**src/sv/drlm_pkg.sv**
```systemverilog
// Package for the dirty-rectangle list merger.
// Holds default sizes, register indexes, command codes and the control structs.
// No dependencies.
package drlm_pkg;

    localparam int DEF_MAX_RECTS  = 8;
    localparam int DEF_COORD_BITS = 12;

    localparam int CFG_DATA_W = 13;
    localparam int CFG_IDX_W  = 2;
    localparam int IN_COORD_W = 16;

    localparam logic [CFG_IDX_W-1:0] REG_SCREEN_WIDTH  = 2'd0;
    localparam logic [CFG_IDX_W-1:0] REG_SCREEN_HEIGHT = 2'd1;

    localparam logic [CFG_DATA_W-1:0] RST_SCREEN_WIDTH  = 13'd800;
    localparam logic [CFG_DATA_W-1:0] RST_SCREEN_HEIGHT = 13'd1280;

    localparam logic CMD_ADD   = 1'b0;
    localparam logic CMD_DRAIN = 1'b1;

    typedef enum logic [1:0] {
        WSRC_NB,
        WSRC_RD,
        WSRC_HULL_NB,
        WSRC_HULL_ACC
    } t_wsrc;

    typedef enum logic [1:0] {
        NB_HOLD,
        NB_LOAD,
        NB_HULL
    } t_nb_op;

    typedef enum logic [1:0] {
        ACC_HOLD,
        ACC_LOAD,
        ACC_HULL
    } t_acc_op;

    typedef struct packed {
        t_nb_op  nb_op;
        t_acc_op acc_op;
        logic    wr_en;
        t_wsrc   wr_src;
        logic    cost_init;
        logic    cost_cmp;
        logic    out_en;
        logic    out_last;
        logic    out_empty;
    } t_dp_cmd;

    typedef struct packed {
        logic nb_ok;
        logic meet_nb;
        logic meet_acc;
    } t_dp_status;

endpackage

```
**src/sv/drlm_datapath.sv**
```systemverilog
// Datapath of the dirty-rectangle list merger: rectangle store, clamp, union,
// adjacency test, area-growth cost pipeline, output register. Uses drlm_pkg.
module drlm_datapath #(
    parameter int MAX_RECTS  = drlm_pkg::DEF_MAX_RECTS,
    parameter int COORD_BITS = drlm_pkg::DEF_COORD_BITS,
    parameter int IW         = (MAX_RECTS > 1) ? $clog2(MAX_RECTS) : 1
) (
    input  logic                                   i_clk,
    input  logic                                   i_rst_n,
    input  logic                                   i_cfg_we,
    input  logic [drlm_pkg::CFG_IDX_W-1:0]         i_cfg_idx,
    input  logic [drlm_pkg::CFG_DATA_W-1:0]        i_cfg_data,
    input  logic signed [drlm_pkg::IN_COORD_W-1:0] i_x_left,
    input  logic signed [drlm_pkg::IN_COORD_W-1:0] i_y_top,
    input  logic signed [drlm_pkg::IN_COORD_W-1:0] i_x_right,
    input  logic signed [drlm_pkg::IN_COORD_W-1:0] i_y_bottom,
    input  drlm_pkg::t_dp_cmd                      i_cmd,
    input  logic [IW-1:0]                          i_rd_addr,
    input  logic [IW-1:0]                          i_wr_addr,
    output drlm_pkg::t_dp_status                   o_status,
    output logic [IW-1:0]                          o_best,
    output logic                                   o_valid,
    output logic [COORD_BITS-1:0]                  o_rect_x_left,
    output logic [COORD_BITS-1:0]                  o_rect_y_top,
    output logic [COORD_BITS-1:0]                  o_rect_x_right,
    output logic [COORD_BITS-1:0]                  o_rect_y_bottom,
    output logic                                   o_last_rect,
    output logic                                   o_list_empty
);
    import drlm_pkg::*;

    localparam int CB  = COORD_BITS;
    localparam int SW  = 18;
    localparam int LIM = 1 << CB;
    localparam int PW  = 2 * (CB + 1);

    typedef struct packed {
        logic [CB-1:0] l;
        logic [CB-1:0] t;
        logic [CB-1:0] r;
        logic [CB-1:0] b;
    } t_box;

    function automatic t_box f_hull(t_box p, t_box q);
        t_box o;
        o.l = (p.l < q.l) ? p.l : q.l;
        o.t = (p.t < q.t) ? p.t : q.t;
        o.r = (p.r > q.r) ? p.r : q.r;
        o.b = (p.b > q.b) ? p.b : q.b;
        return o;
    endfunction

    function automatic logic f_meet(t_box p, t_box q);
        logic [CB:0] pr1, qr1, pb1, qb1;
        pr1 = {1'b0, p.r} + 1'b1;
        qr1 = {1'b0, q.r} + 1'b1;
        pb1 = {1'b0, p.b} + 1'b1;
        qb1 = {1'b0, q.b} + 1'b1;
        return !((pr1 < {1'b0, q.l}) || (qr1 < {1'b0, p.l}) ||
                 (pb1 < {1'b0, q.t}) || (qb1 < {1'b0, p.t}));
    endfunction

    logic [CFG_DATA_W-1:0] r_scr_w, r_scr_h;
    t_box                  r_store [MAX_RECTS];
    t_box                  r_nb, r_acc;
    logic                  r_nb_ok;
    t_box                  rd, hull_nb, hull_acc, wr_data;

    // Configuration registers
    always_ff @(posedge i_clk) begin
        if (!i_rst_n) begin
            r_scr_w <= RST_SCREEN_WIDTH;
            r_scr_h <= RST_SCREEN_HEIGHT;
        end else if (i_cfg_we) begin
            if (i_cfg_idx == REG_SCREEN_WIDTH) begin
                r_scr_w <= i_cfg_data;
            end else if (i_cfg_idx == REG_SCREEN_HEIGHT) begin
                r_scr_h <= i_cfg_data;
            end
        end
    end

    // Clamp of the incoming rectangle to the screen.
    logic signed [SW-1:0] x1, y1, x2, y2, w_s, h_s, x1c, y1c, x2c, y2c;
    logic                 clamp_ok;
    t_box                 clamp_box;

    always_comb begin
        x1  = SW'(i_x_left);
        y1  = SW'(i_y_top);
        x2  = SW'(i_x_right);
        y2  = SW'(i_y_bottom);
        w_s = $signed({{(SW - CFG_DATA_W){1'b0}}, r_scr_w});
        h_s = $signed({{(SW - CFG_DATA_W){1'b0}}, r_scr_h});
        if (w_s > SW'(LIM)) begin
            w_s = SW'(LIM);
        end
        if (h_s > SW'(LIM)) begin
            h_s = SW'(LIM);
        end
        x1c = (x1 < 0) ? '0 : x1;
        y1c = (y1 < 0) ? '0 : y1;
        x2c = (x2 >= w_s) ? w_s - SW'(1) : x2;
        y2c = (y2 >= h_s) ? h_s - SW'(1) : y2;
        clamp_ok = !((x1 > x2) || (y1 > y2)) && !((x1c > x2c) || (y1c > y2c));
        clamp_box.l = x1c[CB-1:0];
        clamp_box.t = y1c[CB-1:0];
        clamp_box.r = x2c[CB-1:0];
        clamp_box.b = y2c[CB-1:0];
    end

    assign rd       = r_store[i_rd_addr];
    assign hull_nb  = f_hull(rd, r_nb);
    assign hull_acc = f_hull(rd, r_acc);

    always_comb begin
        unique case (i_cmd.wr_src)
            WSRC_NB:       wr_data = r_nb;
            WSRC_RD:       wr_data = rd;
            WSRC_HULL_NB:  wr_data = hull_nb;
            WSRC_HULL_ACC: wr_data = hull_acc;
            default:       wr_data = r_nb;
        endcase
    end

    always_ff @(posedge i_clk) begin
        if (i_cmd.wr_en) begin
            r_store[i_wr_addr] <= wr_data;
        end
    end

    always_ff @(posedge i_clk) begin
        unique case (i_cmd.nb_op)
            NB_LOAD: begin
                r_nb    <= clamp_box;
                r_nb_ok <= clamp_ok;
            end
            NB_HULL: r_nb <= hull_nb;
            default: ;
        endcase
        unique case (i_cmd.acc_op)
            ACC_LOAD: r_acc <= rd;
            ACC_HULL: r_acc <= hull_acc;
            default:  ;
        endcase
    end

    assign o_status.nb_ok    = r_nb_ok;
    assign o_status.meet_nb  = f_meet(rd, r_nb);
    assign o_status.meet_acc = f_meet(rd, r_acc);

    // Area-growth cost: dimensions, then products, then compare.
    logic [CB:0]     r_hw, r_hh, r_ew, r_eh;
    logic [PW-1:0]   hprod, eprod;
    logic [31:0]     r_ha, r_ea, r_min_grow, cost;
    logic [IW-1:0]   r_best;

    always_ff @(posedge i_clk) begin
        r_hw <= {1'b0, hull_nb.r} - {1'b0, hull_nb.l} + 1'b1;
        r_hh <= {1'b0, hull_nb.b} - {1'b0, hull_nb.t} + 1'b1;
        r_ew <= {1'b0, rd.r} - {1'b0, rd.l} + 1'b1;
        r_eh <= {1'b0, rd.b} - {1'b0, rd.t} + 1'b1;
        r_ha <= 32'(hprod);
        r_ea <= 32'(eprod);
    end

    assign hprod = r_hw * r_hh;
    assign eprod = r_ew * r_eh;
    assign cost  = r_ha - r_ea;

    always_ff @(posedge i_clk) begin
        if (i_cmd.cost_init) begin
            r_min_grow <= '1;
            r_best     <= '0;
        end else if (i_cmd.cost_cmp && (cost < r_min_grow)) begin
            r_min_grow <= cost;
            r_best     <= i_rd_addr;
        end
    end

    assign o_best = r_best;

    // Output register
    always_ff @(posedge i_clk) begin
        if (!i_rst_n) begin
            o_valid <= 1'b0;
        end else begin
            o_valid <= i_cmd.out_en;
        end
        if (i_cmd.out_en) begin
            o_rect_x_left   <= i_cmd.out_empty ? '0 : rd.l;
            o_rect_y_top    <= i_cmd.out_empty ? '0 : rd.t;
            o_rect_x_right  <= i_cmd.out_empty ? '0 : rd.r;
            o_rect_y_bottom <= i_cmd.out_empty ? '0 : rd.b;
            o_last_rect     <= i_cmd.out_last;
            o_list_empty    <= i_cmd.out_empty;
        end
    end

endmodule

```
**src/sv/drlm_ctrl.sv**
```systemverilog
// Controller of the dirty-rectangle list merger: sequences the absorb scan,
// compaction shifts, cost scan, pair collapse and drain. Uses drlm_pkg.
module drlm_ctrl #(
    parameter int MAX_RECTS = drlm_pkg::DEF_MAX_RECTS,
    parameter int IW        = (MAX_RECTS > 1) ? $clog2(MAX_RECTS) : 1
) (
    input  logic                 i_clk,
    input  logic                 i_rst_n,
    input  logic                 start,
    output logic                 busy,
    input  logic                 i_command,
    input  drlm_pkg::t_dp_status i_status,
    input  logic [IW-1:0]        i_best,
    output drlm_pkg::t_dp_cmd    o_cmd,
    output logic [IW-1:0]        o_rd_addr,
    output logic [IW-1:0]        o_wr_addr
);
    import drlm_pkg::*;

    localparam int CW = $clog2(MAX_RECTS + 1);
    localparam logic [CW-1:0] MAXC = CW'(MAX_RECTS);
    localparam logic [CW-1:0] LASTC = CW'(MAX_RECTS - 1);

    localparam logic [3:0] S_IDLE  = 4'd0;
    localparam logic [3:0] S_CHECK = 4'd1;
    localparam logic [3:0] S_ABS   = 4'd2;
    localparam logic [3:0] S_SHIFT = 4'd3;
    localparam logic [3:0] S_COST  = 4'd4;
    localparam logic [3:0] S_MUL   = 4'd5;
    localparam logic [3:0] S_CMP   = 4'd6;
    localparam logic [3:0] S_MERGE = 4'd7;
    localparam logic [3:0] S_CLOAD = 4'd8;
    localparam logic [3:0] S_CSCAN = 4'd9;
    localparam logic [3:0] S_DRAIN = 4'd10;

    logic [3:0]    r_state, n_state, r_ret, n_ret;
    logic [CW-1:0] r_i, n_i, r_j, n_j, r_k, n_k, r_cnt, n_cnt;

    always_ff @(posedge i_clk) begin
        if (!i_rst_n) begin
            r_state <= S_IDLE;
            r_cnt   <= '0;
            r_i     <= '0;
            r_j     <= '0;
            r_k     <= '0;
            r_ret   <= S_ABS;
        end else begin
            r_state <= n_state;
            r_cnt   <= n_cnt;
            r_i     <= n_i;
            r_j     <= n_j;
            r_k     <= n_k;
            r_ret   <= n_ret;
        end
    end

    assign busy = (r_state != S_IDLE);

    always_comb begin
        n_state   = r_state;
        n_cnt     = r_cnt;
        n_i       = r_i;
        n_j       = r_j;
        n_k       = r_k;
        n_ret     = r_ret;
        o_cmd     = '0;
        o_cmd.nb_op  = NB_HOLD;
        o_cmd.acc_op = ACC_HOLD;
        o_cmd.wr_src = WSRC_NB;
        o_rd_addr = r_i[IW-1:0];
        o_wr_addr = r_i[IW-1:0];
        unique case (r_state)
            S_IDLE: begin
                if (start) begin
                    n_i = '0;
                    if (i_command == CMD_DRAIN) begin
                        n_state = S_DRAIN;
                    end else begin
                        o_cmd.nb_op     = NB_LOAD;
                        o_cmd.cost_init = 1'b1;
                        n_state         = S_CHECK;
                    end
                end
            end
            S_CHECK: begin
                n_state = i_status.nb_ok ? S_ABS : S_IDLE;
            end
            S_ABS: begin
                if (r_i == r_cnt) begin
                    if (r_cnt != MAXC) begin
                        o_wr_addr    = r_cnt[IW-1:0];
                        o_cmd.wr_en  = 1'b1;
                        o_cmd.wr_src = WSRC_NB;
                        n_cnt        = r_cnt + 1'b1;
                        n_state      = S_IDLE;
                    end else begin
                        n_i     = '0;
                        n_state = S_COST;
                    end
                end else if (i_status.meet_nb) begin
                    o_cmd.nb_op = NB_HULL;
                    n_k         = r_i + 1'b1;
                    n_ret       = S_ABS;
                    n_state     = S_SHIFT;
                end else begin
                    n_i = r_i + 1'b1;
                end
            end
            S_SHIFT: begin
                // Close the gap left by the removed entry, one word a cycle.
                if (r_k == r_cnt) begin
                    n_cnt   = r_cnt - 1'b1;
                    n_i     = '0;
                    n_state = r_ret;
                end else begin
                    o_rd_addr    = r_k[IW-1:0];
                    o_wr_addr    = IW'(r_k - 1'b1);
                    o_cmd.wr_en  = 1'b1;
                    o_cmd.wr_src = WSRC_RD;
                    n_k          = r_k + 1'b1;
                end
            end
            S_COST: n_state = S_MUL;
            S_MUL:  n_state = S_CMP;
            S_CMP: begin
                o_cmd.cost_cmp = 1'b1;
                if (r_i == LASTC) begin
                    n_state = S_MERGE;
                end else begin
                    n_i     = r_i + 1'b1;
                    n_state = S_COST;
                end
            end
            S_MERGE: begin
                o_rd_addr    = i_best;
                o_wr_addr    = i_best;
                o_cmd.wr_en  = 1'b1;
                o_cmd.wr_src = WSRC_HULL_NB;
                n_i          = '0;
                n_state      = S_CLOAD;
            end
            S_CLOAD: begin
                if (r_i == r_cnt) begin
                    n_state = S_IDLE;
                end else begin
                    o_cmd.acc_op = ACC_LOAD;
                    n_j          = r_i + 1'b1;
                    n_state      = S_CSCAN;
                end
            end
            S_CSCAN: begin
                if (r_j == r_cnt) begin
                    n_i     = r_i + 1'b1;
                    n_state = S_CLOAD;
                end else begin
                    o_rd_addr = r_j[IW-1:0];
                    if (i_status.meet_acc) begin
                        o_cmd.acc_op = ACC_HULL;
                        o_cmd.wr_en  = 1'b1;
                        o_cmd.wr_src = WSRC_HULL_ACC;
                        n_k          = r_j + 1'b1;
                        n_ret        = S_CLOAD;
                        n_state      = S_SHIFT;
                    end else begin
                        n_j = r_j + 1'b1;
                    end
                end
            end
            S_DRAIN: begin
                o_cmd.out_en = 1'b1;
                if (r_cnt == '0) begin
                    o_cmd.out_empty = 1'b1;
                    o_cmd.out_last  = 1'b1;
                    n_state         = S_IDLE;
                end else if (r_i == r_cnt - 1'b1) begin
                    o_cmd.out_last = 1'b1;
                    n_cnt          = '0;
                    n_state        = S_IDLE;
                end else begin
                    n_i = r_i + 1'b1;
                end
            end
            default: n_state = S_IDLE;
        endcase
    end

endmodule

```
**src/sv/dirty_rect_list_merger_top.sv**
```systemverilog
// Top level of the dirty-rectangle list merger.
// Instantiates drlm_ctrl and drlm_datapath; uses drlm_pkg.
//
// Usage: a command word is taken when start is high and busy is low.
// An add (command 0) clamps the signed rectangle to the screen, drops it if
// inverted or empty, absorbs every stored rectangle it overlaps or touches and
// appends the union; on a full list it is unioned into the entry of least area
// growth and touching pairs are collapsed. An add gives no result.
// A drain (command 1) gives one result word per stored rectangle, in order,
// one per cycle through the output register, with last_rect on the final
// one, then clears the list; an empty list gives one word with list_empty set.
// Results are marked by o_valid for one cycle; the receiver cannot stall.
// Flow: a dropped add ends after the clamp check; any other add scans the
// stored entries one by one, shifts the list down after each absorb and then
// starts the scan over; a full list adds the cost scan, in which each entry
// passes through the cost, multiply and compare states in turn before the
// next one is read, then the pair collapse. A drain keeps busy high while it
// reads out the entries, and its last word appears as busy falls. The store
// is a register file read at one address a cycle, which sets the scan rate.
// Reset empties the list and loads the default screen size; configuration
// writes are registered and take effect in the following cycle.
module dirty_rect_list_merger_top #(
    parameter int MAX_RECTS  = drlm_pkg::DEF_MAX_RECTS,
    parameter int COORD_BITS = drlm_pkg::DEF_COORD_BITS
) (
    input  logic                                   i_clk,
    input  logic                                   i_rst_n,
    input  logic                                   start,
    output logic                                   busy,
    input  logic                                   i_command,
    input  logic signed [drlm_pkg::IN_COORD_W-1:0] i_x_left,
    input  logic signed [drlm_pkg::IN_COORD_W-1:0] i_y_top,
    input  logic signed [drlm_pkg::IN_COORD_W-1:0] i_x_right,
    input  logic signed [drlm_pkg::IN_COORD_W-1:0] i_y_bottom,
    input  logic                                   i_cfg_we,
    input  logic [drlm_pkg::CFG_IDX_W-1:0]         i_cfg_idx,
    input  logic [drlm_pkg::CFG_DATA_W-1:0]        i_cfg_data,
    output logic                                   o_valid,
    output logic [COORD_BITS-1:0]                  o_rect_x_left,
    output logic [COORD_BITS-1:0]                  o_rect_y_top,
    output logic [COORD_BITS-1:0]                  o_rect_x_right,
    output logic [COORD_BITS-1:0]                  o_rect_y_bottom,
    output logic                                   o_last_rect,
    output logic                                   o_list_empty
);
    import drlm_pkg::*;

    localparam int IW = (MAX_RECTS > 1) ? $clog2(MAX_RECTS) : 1;

    t_dp_cmd    cmd;
    t_dp_status status;
    logic [IW-1:0] rd_addr, wr_addr, best;

    drlm_ctrl #(
        .MAX_RECTS (MAX_RECTS),
        .IW        (IW)
    ) u_ctrl (
        .i_clk     (i_clk),
        .i_rst_n   (i_rst_n),
        .start     (start),
        .busy      (busy),
        .i_command (i_command),
        .i_status  (status),
        .i_best    (best),
        .o_cmd     (cmd),
        .o_rd_addr (rd_addr),
        .o_wr_addr (wr_addr)
    );

    drlm_datapath #(
        .MAX_RECTS  (MAX_RECTS),
        .COORD_BITS (COORD_BITS),
        .IW         (IW)
    ) u_dp (
        .i_clk           (i_clk),
        .i_rst_n         (i_rst_n),
        .i_cfg_we        (i_cfg_we),
        .i_cfg_idx       (i_cfg_idx),
        .i_cfg_data      (i_cfg_data),
        .i_x_left        (i_x_left),
        .i_y_top         (i_y_top),
        .i_x_right       (i_x_right),
        .i_y_bottom      (i_y_bottom),
        .i_cmd           (cmd),
        .i_rd_addr       (rd_addr),
        .i_wr_addr       (wr_addr),
        .o_status        (status),
        .o_best          (best),
        .o_valid         (o_valid),
        .o_rect_x_left   (o_rect_x_left),
        .o_rect_y_top    (o_rect_y_top),
        .o_rect_x_right  (o_rect_x_right),
        .o_rect_y_bottom (o_rect_y_bottom),
        .o_last_rect     (o_last_rect),
        .o_list_empty    (o_list_empty)
    );

endmodule
```
**config.mk**
```make
export PLATFORM = sky130hd
export DESIGN_NAME = dirty_rect_list_merger_top
export DESIGN_NICKNAME = d
export VERILOG_FILES = /design/src/sv/drlm_pkg.sv /design/src/sv/drlm_datapath.sv /design/src/sv/drlm_ctrl.sv /design/src/sv/dirty_rect_list_merger_top.sv
export SDC_FILE = /design/constraint.sdc
export NUM_CORES = 2
export LEC_CHECK = 0
export ABC_AREA = 1
export BUFFER_PORTS_ARGS = -buffer_cell sky130_fd_sc_hd__buf_2
export CORE_ASPECT_RATIO = 0.9
export CORE_MARGIN = 4
export CORE_UTILIZATION = 55
export CTS_CLUSTER_SIZE = 30
export DETAILED_ROUTE_END_ITERATION = 8
export GPL_ROUTABILITY_DRIVEN = 1
export PLACE_DENSITY = 0.85
export SLEW_MARGIN = 20
export SYNTH_ARGS = -nofsm -noshare
export SYNTH_HDL_FRONTEND = slang
export SYNTH_SLANG_ARGS = --single-unit
```
**constraint.sdc**
```tcl
create_clock -name i_clk -period 6.3 [get_ports i_clk]
set_input_delay 0.315 -clock i_clk [delete_from_list [all_inputs] [get_ports i_clk]]
set_output_delay 0.315 -clock i_clk [all_outputs]
set_load 0.1 [all_outputs]
```
==> results by group <==
Outcome
  – Outcome: completed

GRT
  – Initial antenna violation count: 19
  – Congestion Overflow GR: 0
  – Total Routing Usage GR: 0.319
  – Vias in the first global route: 44.4k
  – Largest net degree at the start of global routing: 97
  – First-pass GRT wire length: 250 mm

Worst hold path
  – Hold Path Depth: 3
  – Hold Crit Start: i_cfg_data[12]
  – Worst min path class: input port to flip-flop

Critical path
  – Worst path arrival time: 6.51 ns
  – Kind of critical path: flip-flop to flip-flop
  – Crit path top cell by count: nand2_1
  – R2r worst-path depth: 37
  – Worst path depth: 37
  – Worst Setup End Kind: flip-flop
  – Crit. Startpoint: u_ctrl.r_cnt[1]
  – WP data required: 6.71 ns
  – CP max stage delay: 0.40 ns
  – Worst setup SP type: flip-flop
  – CP delay by family, top: simple AND/OR/NAND/NOR gates
  – CP max FO: 24
  – CP max-delay cell: nand2_1
  – R2R setup slack: 0.20 ns
  – Worst Path Buf+Inv: 8
  – Worst r2r src: u_ctrl.r_cnt[1]

Finish
  – Layout area overhead: 13.0%
  – Share of layout cells above drive strength 1: 0.104
  – Fill cell total of the finished layout: 7,530
  – Final core utilization: 0.629
  – Commonest non-fill, non-tap cells in the layout: nand2_1, inv_1, ha_1
  – Leading cell type in the layout, fill and taps excluded: nand2_1
  – Final net count: 7,324

Place
  – HPWL Detailed: 121 mm
  – GPL Wtd Cong: 1.01
  – Port Buffers: 135

Detailed routing
  – DR vias: 46.2k
  – WL/cell: 22.0 µm
  – # DRC: 0
  – Initial DRC count: 6,216
  – Antenna viol nets, final: 0
  – WL final: 171 mm
  – Drt pass-1 iters: 7
  – Vias per cell: 5.96

Floorplan
  – Die height: 302 µm
  – # rows: 107
  – Core Region: 0.0949 mm²
  – Die width: 335 µm
  – Ports: 136
  – Initial Util: 0.557
  – Die area: 0.101 mm²

Clock tree
  – TritonCTS clock tree: yes
  – CTS clock-pin slew for the worst setup and hold paths: 0.07 ns
  – H-tree levels: 3
  – CTS Sinks: 714
  – Clock tree buffer depth: 3
  – CTS buffer count: 75
  – CTS root buffer: clkbuf_16
  – Skew-Pair Late Insertion Delay: 0.68 ns

Timing
  – Peak Freq: 0.164 GHz
  – RSZ-0062 raised after global routing: yes
  – Slew Viols, Final: 0
  – Worst slew pin tran: 1.06 ns
  – Fin crit period: 6.10 ns
  – Period utilization: 0.968
  – Final Hold Viols: 0
  – Final setup violating endpoints: 0
  – Max_slew headroom: 0.290
  – Fin Clk Skew: 0.0563 ns

Logic synthesis
  – Most used DFF post-synth: edfxtp_1
  – Post-synth EDFFs: 531
  – Avg Inst Size Synth: 8.57 µm²
  – Netlist cell types: 58
  – Post-Syn Nets: 7,070
  – Cell area after synthesis: 0.0528 mm²
  – Count of state elements after synthesis: 714
  – Async set-or-reset flop fraction in the synthesized netlist: 0
  – Synth warnings: 0
  – Sequential fraction of the synthesis area: 0.371
  – Syn Inst Count: 6,167

Job
  – Max-cap violations: 0
## worst register-to-register path: cells and delay by family, from the launching register on
kind / cells / cell delay, ns
AOI/OAI and AO/OA: 3 / 0.57
xor gates and xnor gates: 1 / 0.19
adders and majority gates: 2 / 0.48
buffers and inverters: 8 / 1.40
DFF: 1 / 0.38
and+or+nand+nor: 23 / 2.80
## kinds of logic (layout without fill, tap and decap cells)
family,after synthesis,after routing,synth area share
fa+ha+maj,819,819,0.229
xor+xnor,178,178,0.0295
compound gates,935,935,0.0990
buf+inv,1211,1526,0.0890
other cells,0,7,0
mux,2,2,0.000379
flops,714,714,0.371
simple gates,2308,2308,0.182
## final timing paths
kind	end
setup reg to reg	u_dp.r_store[2][2]
setup / recovery	u_dp.r_store[2][2]
hold reg to reg	u_dp.r_min_grow[0]
hold / removal	u_dp.r_scr_h[12]
## timing repair
item,4_1_cts,5_1_grt
resized for setup,0,117
setup buffers,0,13
endpoints found under the hold margin,20,0
hold buffers,12,0
setup endpoints to repair,0,979
## cell usage after synthesis (9+ instances only)
cell type / n / area (µm²)
a211oi_1: 29 / 218
a21oi_1: 290 / 1450
a31oi_1: 11 / 68.8
buf_1: 9 / 33.8
buf_2: 39 / 195
buf_4: 14 / 105
clkbuf_1: 160 / 601
dfxtp_1: 183 / 3660
edfxtp_1: 531 / 15900
fa_1: 247 / 4940
ha_1: 572 / 7160
inv_1: 958 / 3600
inv_2: 22 / 82.6
nand2_1: 1343 / 5040
nand2_2: 14 / 87.6
nand3_1: 323 / 1620
nand4_1: 105 / 657
nor2_1: 435 / 1630
nor3_1: 45 / 225
nor4_1: 9 / 56.3
o211ai_1: 38 / 285
o21a_1: 12 / 90.1
o21ai_0: 376 / 1880
o21ai_1: 59 / 295
o21bai_1: 10 / 75.1
o221ai_1: 10 / 87.6
o22ai_1: 48 / 300
xnor2_1: 45 / 394
xor2_1: 133 / 1160
## routing by layer
metal / GRT usage / wire [µm]
met1: 0.438 / 66400
met2: 0.496 / 72800
met3: 0.0723 / 22000
met4: 0.126 / 9300
met5: 0 / 129
## per-stage QoR
stage | hold WS, ns | instance area (µm²) | instances | setup TNS [ns] | setup WS [ns]
2_1_floorplan | 0.428 | 52800 | 6167 | 0 | 0.354
3_3_place_gp | 0.452 | 56100 | 7552 | 0 | 0.291
3_5_place_dp | 0.459 | 56100 | 7552 | 0 | 0.0849
4_1_cts | 0.0217 | 58800 | 7702 | 0 | 0.00477
5_1_grt | 0.0480 | 59700 | 7738 | -0.978 | -0.177
6_report | 0.0581 | 59700 | 7742 | 0 | 0.203
## layout make-up
type	instances	area [µm²]	area share
Timing Repair Buffer	404	3460	0.0580
Sequential cell	714	19600	0.329
Tap cell	1253	1570	0.0263
Antenna cell	7	17.5	0.000293
Multi-Input combinational cell	4242	28800	0.482
Timing Repair inverter	2	17.5	0.000293
Clock inverter	52	542	0.00908
Clock buffer	86	1980	0.0332
Inverter	982	3710	0.0621
## flip-flops by register name (all words and copies together) (netlist names), 26 cells and up
| signal | cells |
|---|---|
| u_dp.r_acc | 48 |
| u_dp.r_ea | 26 |
| u_dp.r_nb | 48 |
| u_dp.r_ha | 26 |
| u_dp.r_store | 384 |
| u_dp.r_min_grow | 27 |
Power is not shown: default switching activity piles up to over one toggle a cycle in this logic, so the estimate is an artifact.
